<file path="src/hw/rtl/ksf_pkg.sv">
`default_nettype none
package ksf_pkg;

    localparam int FRAC_BITS   = 8;
    localparam int POS_WIDTH   = 32;

    localparam int COORD_W     = 24;
    localparam int WHEEL_W     = 16;
    localparam int HEIGHT_W    = 31;
    localparam int OFFSET_W    = 32;

    localparam int DECAY_Q16   = 62259;
    localparam int EASE_Q16    = 13107;
    localparam int LOCK_PIXELS = 20;
    localparam int WHEEL_STEP  = 50;

    typedef logic signed [COORD_W-1:0]  t_coord;
    typedef logic signed [WHEEL_W-1:0]  t_wheel;
    typedef logic        [HEIGHT_W-1:0] t_height;
    typedef logic signed [OFFSET_W-1:0] t_offset;

endpackage
`default_nettype wire

</file>
<file path="src/hw/rtl/ksf_in_if.sv">
`default_nettype none
interface ksf_in_if;
    logic            valid;
    logic            ready;
    ksf_pkg::t_coord pointer_x;
    ksf_pkg::t_coord pointer_y;
    logic            press_edge;
    logic            button_held;
    ksf_pkg::t_wheel wheel_delta;

    modport source (
        output valid, pointer_x, pointer_y, press_edge, button_held, wheel_delta,
        input  ready
    );
    modport sink (
        input  valid, pointer_x, pointer_y, press_edge, button_held, wheel_delta,
        output ready
    );
endinterface
`default_nettype wire

</file>
<file path="src/hw/rtl/ksf_out_if.sv">
`default_nettype none
interface ksf_out_if;
    logic             valid;
    logic             ready;
    ksf_pkg::t_offset scroll_offset;
    logic             dragging;

    modport source (
        output valid, scroll_offset, dragging,
        input  ready
    );
    modport sink (
        input  valid, scroll_offset, dragging,
        output ready
    );
endinterface
`default_nettype wire

</file>
<file path="src/hw/rtl/ksf_step.sv">
`default_nettype none
module ksf_step #(
    parameter int FRAC_BITS = ksf_pkg::FRAC_BITS,
    parameter int POS_WIDTH = ksf_pkg::POS_WIDTH
) (
    input  wire ksf_pkg::t_coord        i_px,
    input  wire ksf_pkg::t_coord        i_py,
    input  wire logic                   i_press,
    input  wire logic                   i_held,
    input  wire ksf_pkg::t_wheel        i_wheel,
    input  wire ksf_pkg::t_height       i_height,
    input  wire logic signed [POS_WIDTH-1:0] i_scroll,
    input  wire logic signed [POS_WIDTH-1:0] i_target,
    input  wire logic signed [POS_WIDTH-1:0] i_vel,
    input  wire logic                   i_drag,
    input  wire logic                   i_undec,
    input  wire ksf_pkg::t_coord        i_start_x,
    input  wire ksf_pkg::t_coord        i_start_y,
    input  wire ksf_pkg::t_coord        i_prev_y,
    output logic signed [POS_WIDTH-1:0] o_scroll,
    output logic signed [POS_WIDTH-1:0] o_target,
    output logic signed [POS_WIDTH-1:0] o_vel,
    output logic                        o_drag,
    output logic                        o_undec,
    output ksf_pkg::t_coord             o_start_x,
    output ksf_pkg::t_coord             o_start_y,
    output ksf_pkg::t_coord             o_prev_y,
    output ksf_pkg::t_offset            o_offset
);

    localparam int P  = POS_WIDTH;
    localparam int CW = ksf_pkg::COORD_W;
    localparam int DW = CW + 1;
    localparam int OW = (P > ksf_pkg::OFFSET_W) ? P : ksf_pkg::OFFSET_W;
    localparam int EW = OW + 1;

    localparam logic [DW-1:0]         LOCK_DIST = DW'(ksf_pkg::LOCK_PIXELS << FRAC_BITS);
    localparam logic signed [P-1:0]   PMAX      = {1'b0, {(P-1){1'b1}}};
    localparam logic signed [P-1:0]   PMIN      = {1'b1, {(P-1){1'b0}}};
    localparam logic signed [EW-1:0]  PMAX_E    = EW'(PMAX);
    localparam logic signed [17:0]    DECAY_S   = 18'(ksf_pkg::DECAY_Q16);
    localparam logic signed [15:0]    EASE_S    = 16'(ksf_pkg::EASE_Q16);
    localparam logic signed [OW-1:0]  OMAX      = OW'(32'sh7fffffff);
    localparam logic signed [OW-1:0]  OMIN      = -OMAX - OW'(1);
    localparam logic signed [P+17:0]  RND16     = (P+18)'(65535);
    localparam logic signed [P+16:0]  RND16_E   = (P+17)'(65535);

    function automatic logic signed [P-1:0] f_sat(input logic signed [P:0] v);
        logic signed [P-1:0] r;
        begin
            if (v[P] != v[P-1]) begin
                r = v[P] ? PMIN : PMAX;
            end else begin
                r = v[P-1:0];
            end
            return r;
        end
    endfunction

    function automatic logic signed [P-1:0] f_rb(input logic signed [P-1:0] y,
                                                  input logic signed [EW-1:0] h);
        logic signed [EW-1:0] ye;
        logic signed [EW-1:0] df;
        logic signed [EW-1:0] r;
        begin
            ye = EW'(y);
            r  = ye;
            df = ye - h;
            if (ye > h) begin
                r = ye - (df >>> 1);
            end else if (ye < 0) begin
                r = ye - ((ye + EW'(1)) >>> 1);
            end
            return r[P-1:0];
        end
    endfunction

    logic signed [EW-1:0]  h_eff;
    logic signed [P-1:0]   tgt;
    logic                  drag;
    logic                  undec;
    ksf_pkg::t_coord       sx;
    ksf_pkg::t_coord       sy;
    ksf_pkg::t_coord       prev;
    logic signed [DW-1:0]  dx_s;
    logic signed [DW-1:0]  dy_s;
    logic [DW-1:0]         dx;
    logic [DW-1:0]         dy;
    logic signed [DW-1:0]  d;
    logic signed [P-1:0]   tgt_d;
    logic signed [P+2:0]   sm;
    logic signed [P+2:0]   sm_q;
    logic signed [P-1:0]   vel_d;
    logic signed [P-1:0]   t1;
    logic signed [P-1:0]   s1;
    logic signed [P+17:0]  vp;
    logic signed [P+17:0]  vp_q;
    logic signed [21:0]    w50;
    logic signed [P-1:0]   t2;
    logic signed [P-1:0]   t3;
    logic signed [P:0]     ed;
    logic signed [P+16:0]  ep;
    logic signed [P+16:0]  ep_q;
    logic signed [OW-1:0]  so;

    always_comb begin
        h_eff = EW'(i_height);
        if (h_eff > PMAX_E) begin
            h_eff = PMAX_E;
        end
    end

    always_comb begin
        tgt   = i_target;
        drag  = i_drag;
        undec = i_undec;
        sx    = i_start_x;
        sy    = i_start_y;
        prev  = i_prev_y;

        if (i_press) begin
            tgt   = i_scroll;
            drag  = 1'b1;
            undec = 1'b1;
            sx    = i_px;
            sy    = i_py;
            prev  = i_py;
        end

        dx_s = DW'(i_px) - DW'(sx);
        dy_s = DW'(i_py) - DW'(sy);
        dx   = dx_s[DW-1] ? DW'(-dx_s) : DW'(dx_s);
        dy   = dy_s[DW-1] ? DW'(-dy_s) : DW'(dy_s);

        if (drag) begin
            if (undec) begin
                if (dx > dy) begin
                    if (dx > LOCK_DIST) begin
                        drag = 1'b0;
                    end
                end else if (dy > LOCK_DIST) begin
                    undec = 1'b0;
                end
            end
            if (!i_held) begin
                drag = 1'b0;
                tgt  = i_scroll;
            end
        end

        // drag path
        d     = DW'(prev) - DW'(i_py);
        tgt_d = f_sat((P+1)'(tgt) + (P+1)'(d));
        sm    = (P+3)'(i_vel) + ((P+3)'(i_vel) <<< 1) + (P+3)'(d);
        sm_q  = sm[P+2] ? ((sm + (P+3)'(3)) >>> 2) : (sm >>> 2);
        vel_d = f_sat(sm_q[P:0]);

        // coast path
        t1   = f_sat((P+1)'(tgt) + (P+1)'(i_vel));
        s1   = f_sat((P+1)'(i_scroll) + (P+1)'(i_vel));
        vp   = (P+18)'(i_vel) * (P+18)'(DECAY_S);
        vp_q = vp[P+17] ? ((vp + RND16) >>> 16) : (vp >>> 16);
        w50  = (22'(i_wheel) <<< 5) + (22'(i_wheel) <<< 4) + (22'(i_wheel) <<< 1);
        t2   = f_sat((P+1)'(t1) - (P+1)'(w50));
        t3   = f_rb(t2, h_eff);
        ed   = (P+1)'(t3) - (P+1)'(s1);
        ep   = (P+17)'(ed) * (P+17)'(EASE_S);
        ep_q = ep[P+16] ? ((ep + RND16_E) >>> 16) : (ep >>> 16);

        if (drag) begin
            o_target = tgt_d;
            o_vel    = vel_d;
            o_prev_y = i_py;
            o_scroll = f_rb(tgt_d, h_eff);
        end else begin
            o_target = t3;
            o_vel    = vp_q[P-1:0];
            o_prev_y = prev;
            o_scroll = f_sat((P+1)'(s1) + ep_q[P:0]);
        end

        o_drag    = drag;
        o_undec   = undec;
        o_start_x = sx;
        o_start_y = sy;

        so = OW'(o_scroll);
        if (so > OMAX) begin
            so = OMAX;
        end else if (so < OMIN) begin
            so = OMIN;
        end
        o_offset = so[ksf_pkg::OFFSET_W-1:0];
    end

endmodule
`default_nettype wire

</file>
<file path="src/hw/rtl/kinetic_scroll_filter_unit.sv">
`default_nettype none
// Kinetic vertical scroll filter with rubber-band bounds. Each input transaction is one
// display frame (pointer position, press edge, button-held bit, wheel delta) and yields
// exactly one output transaction carrying the scroll offset and the drag flag. A new
// input transaction is accepted every clock cycle while the output side takes results:
// the frame is held in an input register, and the whole frame update (drag lock, velocity
// smoothing and decay, wheel, rubber-band clamp, easing) runs in one pass of logic into
// the state and output registers, so throughput is one transaction per cycle while the
// output side takes results. content_height is to be written through i_cfg_we/i_cfg_wdata
// only while no transaction is in flight, a rule on the user that the block does not enforce.
module kinetic_scroll_filter_unit #(
    parameter int FRAC_BITS = ksf_pkg::FRAC_BITS,
    parameter int POS_WIDTH = ksf_pkg::POS_WIDTH
) (
    input  wire logic             i_clk,
    input  wire logic             i_rst_n,
    input  wire logic             i_cfg_we,
    input  wire ksf_pkg::t_height i_cfg_wdata,
    ksf_in_if.sink                i_in,
    ksf_out_if.source             o_out
);

    logic                        r_in_valid;
    ksf_pkg::t_coord             r_px;
    ksf_pkg::t_coord             r_py;
    logic                        r_press;
    logic                        r_held;
    ksf_pkg::t_wheel             r_wheel;

    ksf_pkg::t_height            r_height;
    logic signed [POS_WIDTH-1:0] r_scroll;
    logic signed [POS_WIDTH-1:0] r_target;
    logic signed [POS_WIDTH-1:0] r_vel;
    logic                        r_drag;
    logic                        r_undec;
    ksf_pkg::t_coord             r_start_x;
    ksf_pkg::t_coord             r_start_y;
    ksf_pkg::t_coord             r_prev_y;

    logic                        r_out_valid;
    ksf_pkg::t_offset            r_out_offset;
    logic                        r_out_dragging;

    logic signed [POS_WIDTH-1:0] n_scroll;
    logic signed [POS_WIDTH-1:0] n_target;
    logic signed [POS_WIDTH-1:0] n_vel;
    logic                        n_drag;
    logic                        n_undec;
    ksf_pkg::t_coord             n_start_x;
    ksf_pkg::t_coord             n_start_y;
    ksf_pkg::t_coord             n_prev_y;
    ksf_pkg::t_offset            n_offset;

    logic                        advance;
    logic                        in_take;

    assign advance     = r_in_valid && (!r_out_valid || o_out.ready);
    assign i_in.ready  = !r_in_valid || advance;
    assign in_take     = i_in.valid && i_in.ready;

    assign o_out.valid         = r_out_valid;
    assign o_out.scroll_offset = r_out_offset;
    assign o_out.dragging      = r_out_dragging;

    ksf_step #(
        .FRAC_BITS (FRAC_BITS),
        .POS_WIDTH (POS_WIDTH)
    ) u_step (
        .i_px      (r_px),
        .i_py      (r_py),
        .i_press   (r_press),
        .i_held    (r_held),
        .i_wheel   (r_wheel),
        .i_height  (r_height),
        .i_scroll  (r_scroll),
        .i_target  (r_target),
        .i_vel     (r_vel),
        .i_drag    (r_drag),
        .i_undec   (r_undec),
        .i_start_x (r_start_x),
        .i_start_y (r_start_y),
        .i_prev_y  (r_prev_y),
        .o_scroll  (n_scroll),
        .o_target  (n_target),
        .o_vel     (n_vel),
        .o_drag    (n_drag),
        .o_undec   (n_undec),
        .o_start_x (n_start_x),
        .o_start_y (n_start_y),
        .o_prev_y  (n_prev_y),
        .o_offset  (n_offset)
    );

    // input register
    always_ff @(posedge i_clk) begin
        if (!i_rst_n) begin
            r_in_valid <= 1'b0;
        end else if (in_take) begin
            r_in_valid <= 1'b1;
        end else if (advance) begin
            r_in_valid <= 1'b0;
        end
    end

    always_ff @(posedge i_clk) begin
        if (in_take) begin
            r_px    <= i_in.pointer_x;
            r_py    <= i_in.pointer_y;
            r_press <= i_in.press_edge;
            r_held  <= i_in.button_held;
            r_wheel <= i_in.wheel_delta;
        end
    end

    // filter state and config
    always_ff @(posedge i_clk) begin
        if (!i_rst_n) begin
            r_height  <= '0;
            r_scroll  <= '0;
            r_target  <= '0;
            r_vel     <= '0;
            r_drag    <= 1'b0;
            r_undec   <= 1'b0;
            r_start_x <= '0;
            r_start_y <= '0;
            r_prev_y  <= '0;
        end else begin
            if (i_cfg_we) begin
                r_height <= i_cfg_wdata;
            end
            if (advance) begin
                r_scroll  <= n_scroll;
                r_target  <= n_target;
                r_vel     <= n_vel;
                r_drag    <= n_drag;
                r_undec   <= n_undec;
                r_start_x <= n_start_x;
                r_start_y <= n_start_y;
                r_prev_y  <= n_prev_y;
            end
        end
    end

    // output register
    always_ff @(posedge i_clk) begin
        if (!i_rst_n) begin
            r_out_valid <= 1'b0;
        end else if (advance) begin
            r_out_valid <= 1'b1;
        end else if (o_out.ready) begin
            r_out_valid <= 1'b0;
        end
    end

    always_ff @(posedge i_clk) begin
        if (advance) begin
            r_out_offset   <= n_offset;
            r_out_dragging <= n_drag;
        end
    end

endmodule
`default_nettype wire
</file>
<file path="src/flat_wrapper.sv">
// flat-port wrapper written by rule: the top's interface ports become plain ports
module kinetic_scroll_filter_unit_flat 
#(
    parameter int FRAC_BITS = ksf_pkg::FRAC_BITS,
    parameter int POS_WIDTH = ksf_pkg::POS_WIDTH
)
  (i_clk, i_rst_n, i_cfg_we, i_cfg_wdata, i_in_valid, i_in_pointer_x, i_in_pointer_y, i_in_press_edge, i_in_button_held, i_in_wheel_delta, i_in_ready, o_out_valid, o_out_scroll_offset, o_out_dragging, o_out_ready);
  ksf_in_if i_in_i ();
  ksf_out_if o_out_i ();
  input  wire logic i_clk;
  input  wire logic i_rst_n;
  input  wire logic i_cfg_we;
  input  wire ksf_pkg::t_height i_cfg_wdata;
  input wire logic [$bits(i_in_i.valid)-1:0] i_in_valid;
  input wire logic [$bits(i_in_i.pointer_x)-1:0] i_in_pointer_x;
  input wire logic [$bits(i_in_i.pointer_y)-1:0] i_in_pointer_y;
  input wire logic [$bits(i_in_i.press_edge)-1:0] i_in_press_edge;
  input wire logic [$bits(i_in_i.button_held)-1:0] i_in_button_held;
  input wire logic [$bits(i_in_i.wheel_delta)-1:0] i_in_wheel_delta;
  output wire logic [$bits(i_in_i.ready)-1:0] i_in_ready;
  output wire logic [$bits(o_out_i.valid)-1:0] o_out_valid;
  output wire logic [$bits(o_out_i.scroll_offset)-1:0] o_out_scroll_offset;
  output wire logic [$bits(o_out_i.dragging)-1:0] o_out_dragging;
  input wire logic [$bits(o_out_i.ready)-1:0] o_out_ready;
  assign i_in_i.valid = i_in_valid;
  assign i_in_i.pointer_x = i_in_pointer_x;
  assign i_in_i.pointer_y = i_in_pointer_y;
  assign i_in_i.press_edge = i_in_press_edge;
  assign i_in_i.button_held = i_in_button_held;
  assign i_in_i.wheel_delta = i_in_wheel_delta;
  assign i_in_ready = i_in_i.ready;
  assign o_out_valid = o_out_i.valid;
  assign o_out_scroll_offset = o_out_i.scroll_offset;
  assign o_out_dragging = o_out_i.dragging;
  assign o_out_i.ready = o_out_ready;
  kinetic_scroll_filter_unit #(.FRAC_BITS(FRAC_BITS), .POS_WIDTH(POS_WIDTH)) u_core (.i_clk(i_clk), .i_rst_n(i_rst_n), .i_cfg_we(i_cfg_we), .i_cfg_wdata(i_cfg_wdata), .i_in(i_in_i), .o_out(o_out_i));
endmodule
</file>
<file path="config.mk">
export PLATFORM = sky130hd
export DESIGN_NAME = kinetic_scroll_filter_unit_flat
export DESIGN_NICKNAME = d
export VERILOG_FILES = /design/src/hw/rtl/ksf_pkg.sv /design/src/hw/rtl/ksf_in_if.sv /design/src/hw/rtl/ksf_out_if.sv /design/src/hw/rtl/ksf_step.sv /design/src/hw/rtl/kinetic_scroll_filter_unit.sv /design/src/flat_wrapper.sv
export SDC_FILE = /design/constraint.sdc
export NUM_CORES = 2
export LEC_CHECK = 0
export BUFFER_PORTS_ARGS = -buffer_cell sky130_fd_sc_hd__buf_2
export CELL_PAD_IN_SITES_DETAIL_PLACEMENT = 0
export CELL_PAD_IN_SITES_GLOBAL_PLACEMENT = 1
export CORE_MARGIN = 2
export CORE_UTILIZATION = 50
export DETAILED_ROUTE_END_ITERATION = 8
export HOLD_SLACK_MARGIN = 0.06
export PLACE_DENSITY_LB_ADDON = 0.12
export REMOVE_ABC_BUFFERS = 1
export SYNTH_ARGS = -nofsm -noshare
export SYNTH_HDL_FRONTEND = slang
export SYNTH_SLANG_ARGS = --single-unit
</file>
<file path="constraint.sdc">
create_clock -name i_clk -period 75.9 [get_ports i_clk]
set_clock_uncertainty 0.05 [all_clocks]
set_input_delay 18.975 -clock i_clk [delete_from_list [all_inputs] [get_ports i_clk]]
set_output_delay 18.975 -clock i_clk [all_outputs]
set_load 0.02 [all_outputs]
</file>
# Word level (Yosys, flattened, before mapping)
# Index checks and enable logic that the tools add are counted.
classes:
  muxes: 47
  magnitude_cmp: 9
  add_sub_neg: 26
  eq_ne: 6
  n_reduce_logical: 8
  n_mul: 2
ops:
  columns: ["op", "count"]
  rows:
  - ["two-way mux 32 bit", 24]
  - ["subtractor 32 bit", 4]
  - ["subtractor 32 x 32 -> 33 bit", 3]
  - ["two-way mux 24 bit", 4]
  - ["subtractor 24 x 24 -> 25 bit", 3]
  - ["adder 32 x 2 -> 33 bit (second input constant)", 2]
  - ["adder 32 x 32 -> 33 bit", 2]
  - ["two-way mux 33 bit", 2]
  - ["greater-than comparator 32 bit", 2]
  - ["less-than comparator 32 x 1 -> 1 bit (second input constant)", 2]
  - ["greater-than comparator 25 x 13 -> 1 bit (second input constant)", 2]
  - ["two-way mux 25 bit", 2]
  - ["negator 25 bit", 2]
  - ["adder 48 x 17 -> 49 bit (second input constant)", 1]
  - ["multiplier 32 x 17 -> 49 bit (second input constant)", 1]
  - ["adder 48 x 17 -> 48 bit (second input constant)", 1]
  - ["multiplier 33 x 15 -> 48 bit (second input constant)", 1]
  - ["adder 34 x 25 -> 35 bit", 1]
  - ["adder 35 x 3 -> 35 bit (second input constant)", 1]
  - ["adder 32 x 33 -> 34 bit", 1]
  - ["adder 32 x 25 -> 33 bit", 1]
  - ["adder 33 bit", 1]
  - ["subtractor 32 x 22 -> 33 bit", 1]
  - ["greater-than comparator 32 bit (second input constant)", 1]
  - ["other kinds (10)", 33]
word_totals:
  register_bits: 302
  input_bits: 102

# Logic depth before layout (Yosys ltp)
depth:
  word_depth: 23
  mapped_depth: 121
  ltp_nobuf: 114

# Hierarchy
# A second synthesis with hierarchy kept.
hier_totals:
  hier_cells: 8023
  hier_area_um2: 64541.9
modules_own_cells:
  columns: ["module", "area_each_um2", "cells_each", "n_inst", "seq_area_each_um2"]
  rows:
  - ["ksf_step", 53612.7, 7077, 1, 0.0]
  - ["kinetic_scroll_filter_unit", 10929.2, 946, 1, 7036.7]

# Worst setup path before layout
# OpenSTA, ideal clock, no wires.
synth_timing:
  kind: "input port to output port"
  start: "input port o_out_ready"
  end: "output port i_in_ready"
  required_ps: 56875
  arrival_time_ps: 19328
  slack_ps: 37547
  cell_stages: 2
  path_buffers: 0
  path_cell_list: "nor2b_1 -> nand2_1"
synth_via:
  elab_chain_cells: 3
synth_lines:
  columns: ["element", "line_no", "source"]
  rows:
  - ["start, declared", "flat_wrapper.sv:24", "input wire logic [$bits(o_out_i.ready)-1:0] o_out_ready;"]
  - ["logical OR 1 bit", "kinetic_scroll_filter_unit.sv:57", "assign advance = r_in_valid && (!r_out_valid || o_out.ready);"]
  - ["logical AND 1 bit", "kinetic_scroll_filter_unit.sv:57", null]
  - ["logical OR 1 bit", "kinetic_scroll_filter_unit.sv:58", "assign i_in.ready = !r_in_valid || advance;"]
  - ["end, declared", "flat_wrapper.sv:20", "output wire logic [$bits(i_in_i.ready)-1:0] i_in_ready;"]
# Every way passes these cells.

# Worst setup path in the final report
# Ends and elaborated chain as after synthesis.

==> impl_results.md <==
- Fmax: 25.9 MHz
- Avg WL per Cell: 20.9 um
- Placed wire-length estimate: 161000 um
- Measured slew at the worst slew-check pin: 1.30 ns
- Number of vias per cell: 5.85
- Cell type with the largest total area after synthesis: sky130_fd_sc_hd__ha_1
- Yosys warns: 0
- Count of final hold-check violations: 0
- Nets: 8901
- Wire length of the first global-routing pass: 297000 um
- Total congestion overflow: 0
- Area of the mapped netlist: 61100 um^2
- Predominant post-synthesis flop cell: sky130_fd_sc_hd__dfxtp_1
- Required time of the critical path: 56.87 ns
- Final worst path period need: 38.57 ns
- Number of slew-limit violations in the final report: 0
- Starting utilization of the core area: 0.502
- Final worst-path cycle share: 0.508
- TritonCTS clock tree: built
- Wirelength, routed: 192000 um
- Chain of cells forming the critical path: buf_2 -> nor2b_1 -> nand2_1 -> buf_2
- # Post-CTS Setup Buffers: 0
- CP Capture Type: output port
- Standard cell core area: 122000 um^2
- Status: completed
- Worst setup path class: in -> out
- Number of enable flip-flop cells after synthesis: 99
- Class of the most critical hold timing path: reg -> reg
- Max-capacitance violation count: 0
- Port Buf Inserts: 136
- Gate count after technology mapping: 7466
- Area of the die: 125000 um^2
- Row count: 128
- Largest net degree at the start of global routing: 104
- Area after detailed placement: 63700 um^2
- Fraction of final layout cells sized beyond drive strength 1: 0.0592
- Vertical extent of the die: 354 um
- Setup repair after global routing missed its margin: false
- Sequential-to-total area share from yosys stat: 0.115
- Peak per-stage delay on the critical path: 0.21 ns
- CTS buffer count: 41
- Worst Setup Start Kind: input port
- Kind of cell adding the most delay to the critical path: simple AND/OR/NAND/NOR gates
- Most instantiated cells after synthesis: 855 x sky130_fd_sc_hd__inv_1, 800 x sky130_fd_sc_hd__ha_1, 624 x sky130_fd_sc_hd__a21oi_1, 541 x sky130_fd_sc_hd__nor2_1, 477 x sky130_fd_sc_hd__fa_1
- Via count of the first global-routing pass: 51425
- Area of all placed cells without fillers: 65100 um^2
- Resized cells post-CTS: 0
- Unique masters post-synth: 102
- Clk Latency, worst-skew pair: 0.62 ns
- Data arrival time of the critical path: 19.55 ns
- Relative max-transition margin: 0.126
- Worst setup slack for register-to-register paths: 44.54 ns
- Critical path peak fanout: 4
- Detailed-route via count: 53659
- DRT antenna net count: 0
- Residual DRC: 0
- Antenna violations before repair: 4
- All-Layer GR Usage: 0.302
- Top-area cell type share of the netlist area: 0.164
- DRT iter0 DRCs: 4359
- Root Driver: sky130_fd_sc_hd__clkbuf_16
- IO Pins: 137
- Hold buffer count at cts: 0
- Die X-Extent: 354 um
- Clk sink count: 302
- Library cell contributing the largest single delay on the critical path: sky130_fd_sc_hd__nor2b_1
- Initial DRT Pass Iterations: 6
- Register bit count reported by yosys: 302
- Clock-pin slew reported for the worst setup and hold paths after clock tree synthesis: 0.05 ns
- Leading cell type by number of instances after synthesis: sky130_fd_sc_hd__inv_1
- Setup TNS after final layout: 0 ns
- Ranking of synthesized cells by area: sky130_fd_sc_hd__ha_1 16%, sky130_fd_sc_hd__fa_1 16%, sky130_fd_sc_hd__dfxtp_1 6.7%
- Setup violations, final: 0
- RePlAce Congestion: 0.984
- Cell type with the highest occurrence count on the critical path: sky130_fd_sc_hd__buf_2
- Buf+Inv Stages, Crit Path: 2
- Async set-reset flop share out of synthesis: 0
- Maximum level of the CTS H-tree: 2
- Largest buffer count on any clock path: 3
- Average size of a mapped cell: 8.18 um^2
- Area Overhead vs Synth: 6.54%
## tightest hold or removal path: cells and delay by family (launching register included)
kind,cells,cell delay [ns]
flip-flops,1,0.31
AO/OA/AOI/OAI,1,0.06
AND/OR/NAND/NOR,1,0.05
## cell families after synthesis
logic type / after synthesis / synth area share
AO/OA/AOI/OAI: 2016 / 0.213
buffers and inverters: 1052 / 0.0650
adder cells (fa/ha/maj): 1281 / 0.321
XOR/XNOR: 675 / 0.0968
multiplexers: 197 / 0.0337
AND/OR/NAND/NOR: 1943 / 0.155
flip-flops: 302 / 0.115
## flip-flops by register name (all words and copies together) (netlist names)
signal and flops:
u_core.r_start_x 24, u_core.r_start_y 24, u_core.r_undec 1, u_core.o_out.dragging 1, u_core.r_height 31, u_core.r_scroll 32, u_core.r_vel 32, u_core.r_target 32
u_core.r_in_valid 1, u_core.r_px 24, u_core.r_prev_y 24, u_core.r_drag 1, u_core.o_out.scroll_offset 32, u_core.r_press 1, u_core.r_wheel 16, u_core.r_py 24
u_core.r_held 1, u_core.o_out.valid 1
## layout by cell type, fill, tap and decap left out, drive strengths merged, types with 63 or more instances in the layout
| master | instances |
|---|---|
| buf | 203 |
| ha | 800 |
| a211oi | 98 |
| nor2b | 143 |
| a21o | 255 |
| xor2 | 264 |
| o21a | 87 |
| mux2 | 68 |
| nand2b | 92 |
| nand4 | 65 |
| nor2 | 542 |
| inv | 864 |
| dfxtp | 203 |
| nor3 | 135 |
| a21oi | 625 |
| and3 | 64 |
| o21ai | 409 |
| xnor2 | 411 |
| or3 | 64 |
| fa | 477 |
| mux2i | 129 |
| nand3 | 149 |
| nand2 | 476 |
| o21bai | 63 |
| edfxtp | 99 |
## per-stage QoR
stage	hold slack (ns)	utilization	setup slack, ns	cells
after floorplan	0.384	-	37.55	7276
after global placement	0.394	0.524	37.30	9104
after detailed placement	0.402	0.524	37.32	9104
after CTS	0.417	0.535	37.32	9178
after global routing	0.444	0.535	37.25	9178
final	0.415	0.535	37.33	9180
## area by class of cell
class                           count  area [um^2]
Multi-Input combinational cell   6112        50200
Clock inverter                     30          317
Tap cell                         1625         2030
Clock buffer                       44         1080
Inverter                          862         3240
Timing Repair Buffer              203         1200
Sequential cell                   302         7040
Fill cell                       11608        56500
Antenna cell                        2         5.00
## layer usage
layer / up-vias / wire length (um) / GRT usage
li1: 26313 / - / -
met1: 25761 / 92600 / 0.448
met2: 1373 / 82500 / 0.467
met3: 208 / 10700 / 0.0268
met4: 4 / 5850 / 0.0853
met5: - / 22 / 0
## path summary, 6_finish.rpt
check,from,end,depth (start not counted)
min,u_core.r_target[19],u_core.r_target[19],2
max,o_out_ready,i_in_ready,4
min reg2reg,u_core.r_target[19],u_core.r_target[19],2
max reg2reg,u_core.r_held,u_core.o_out.scroll_offset[21],110
Power is left out: the tool's default activity adds up to more than one toggle a clock period on the data nets, which glitch-free logic cannot reach.
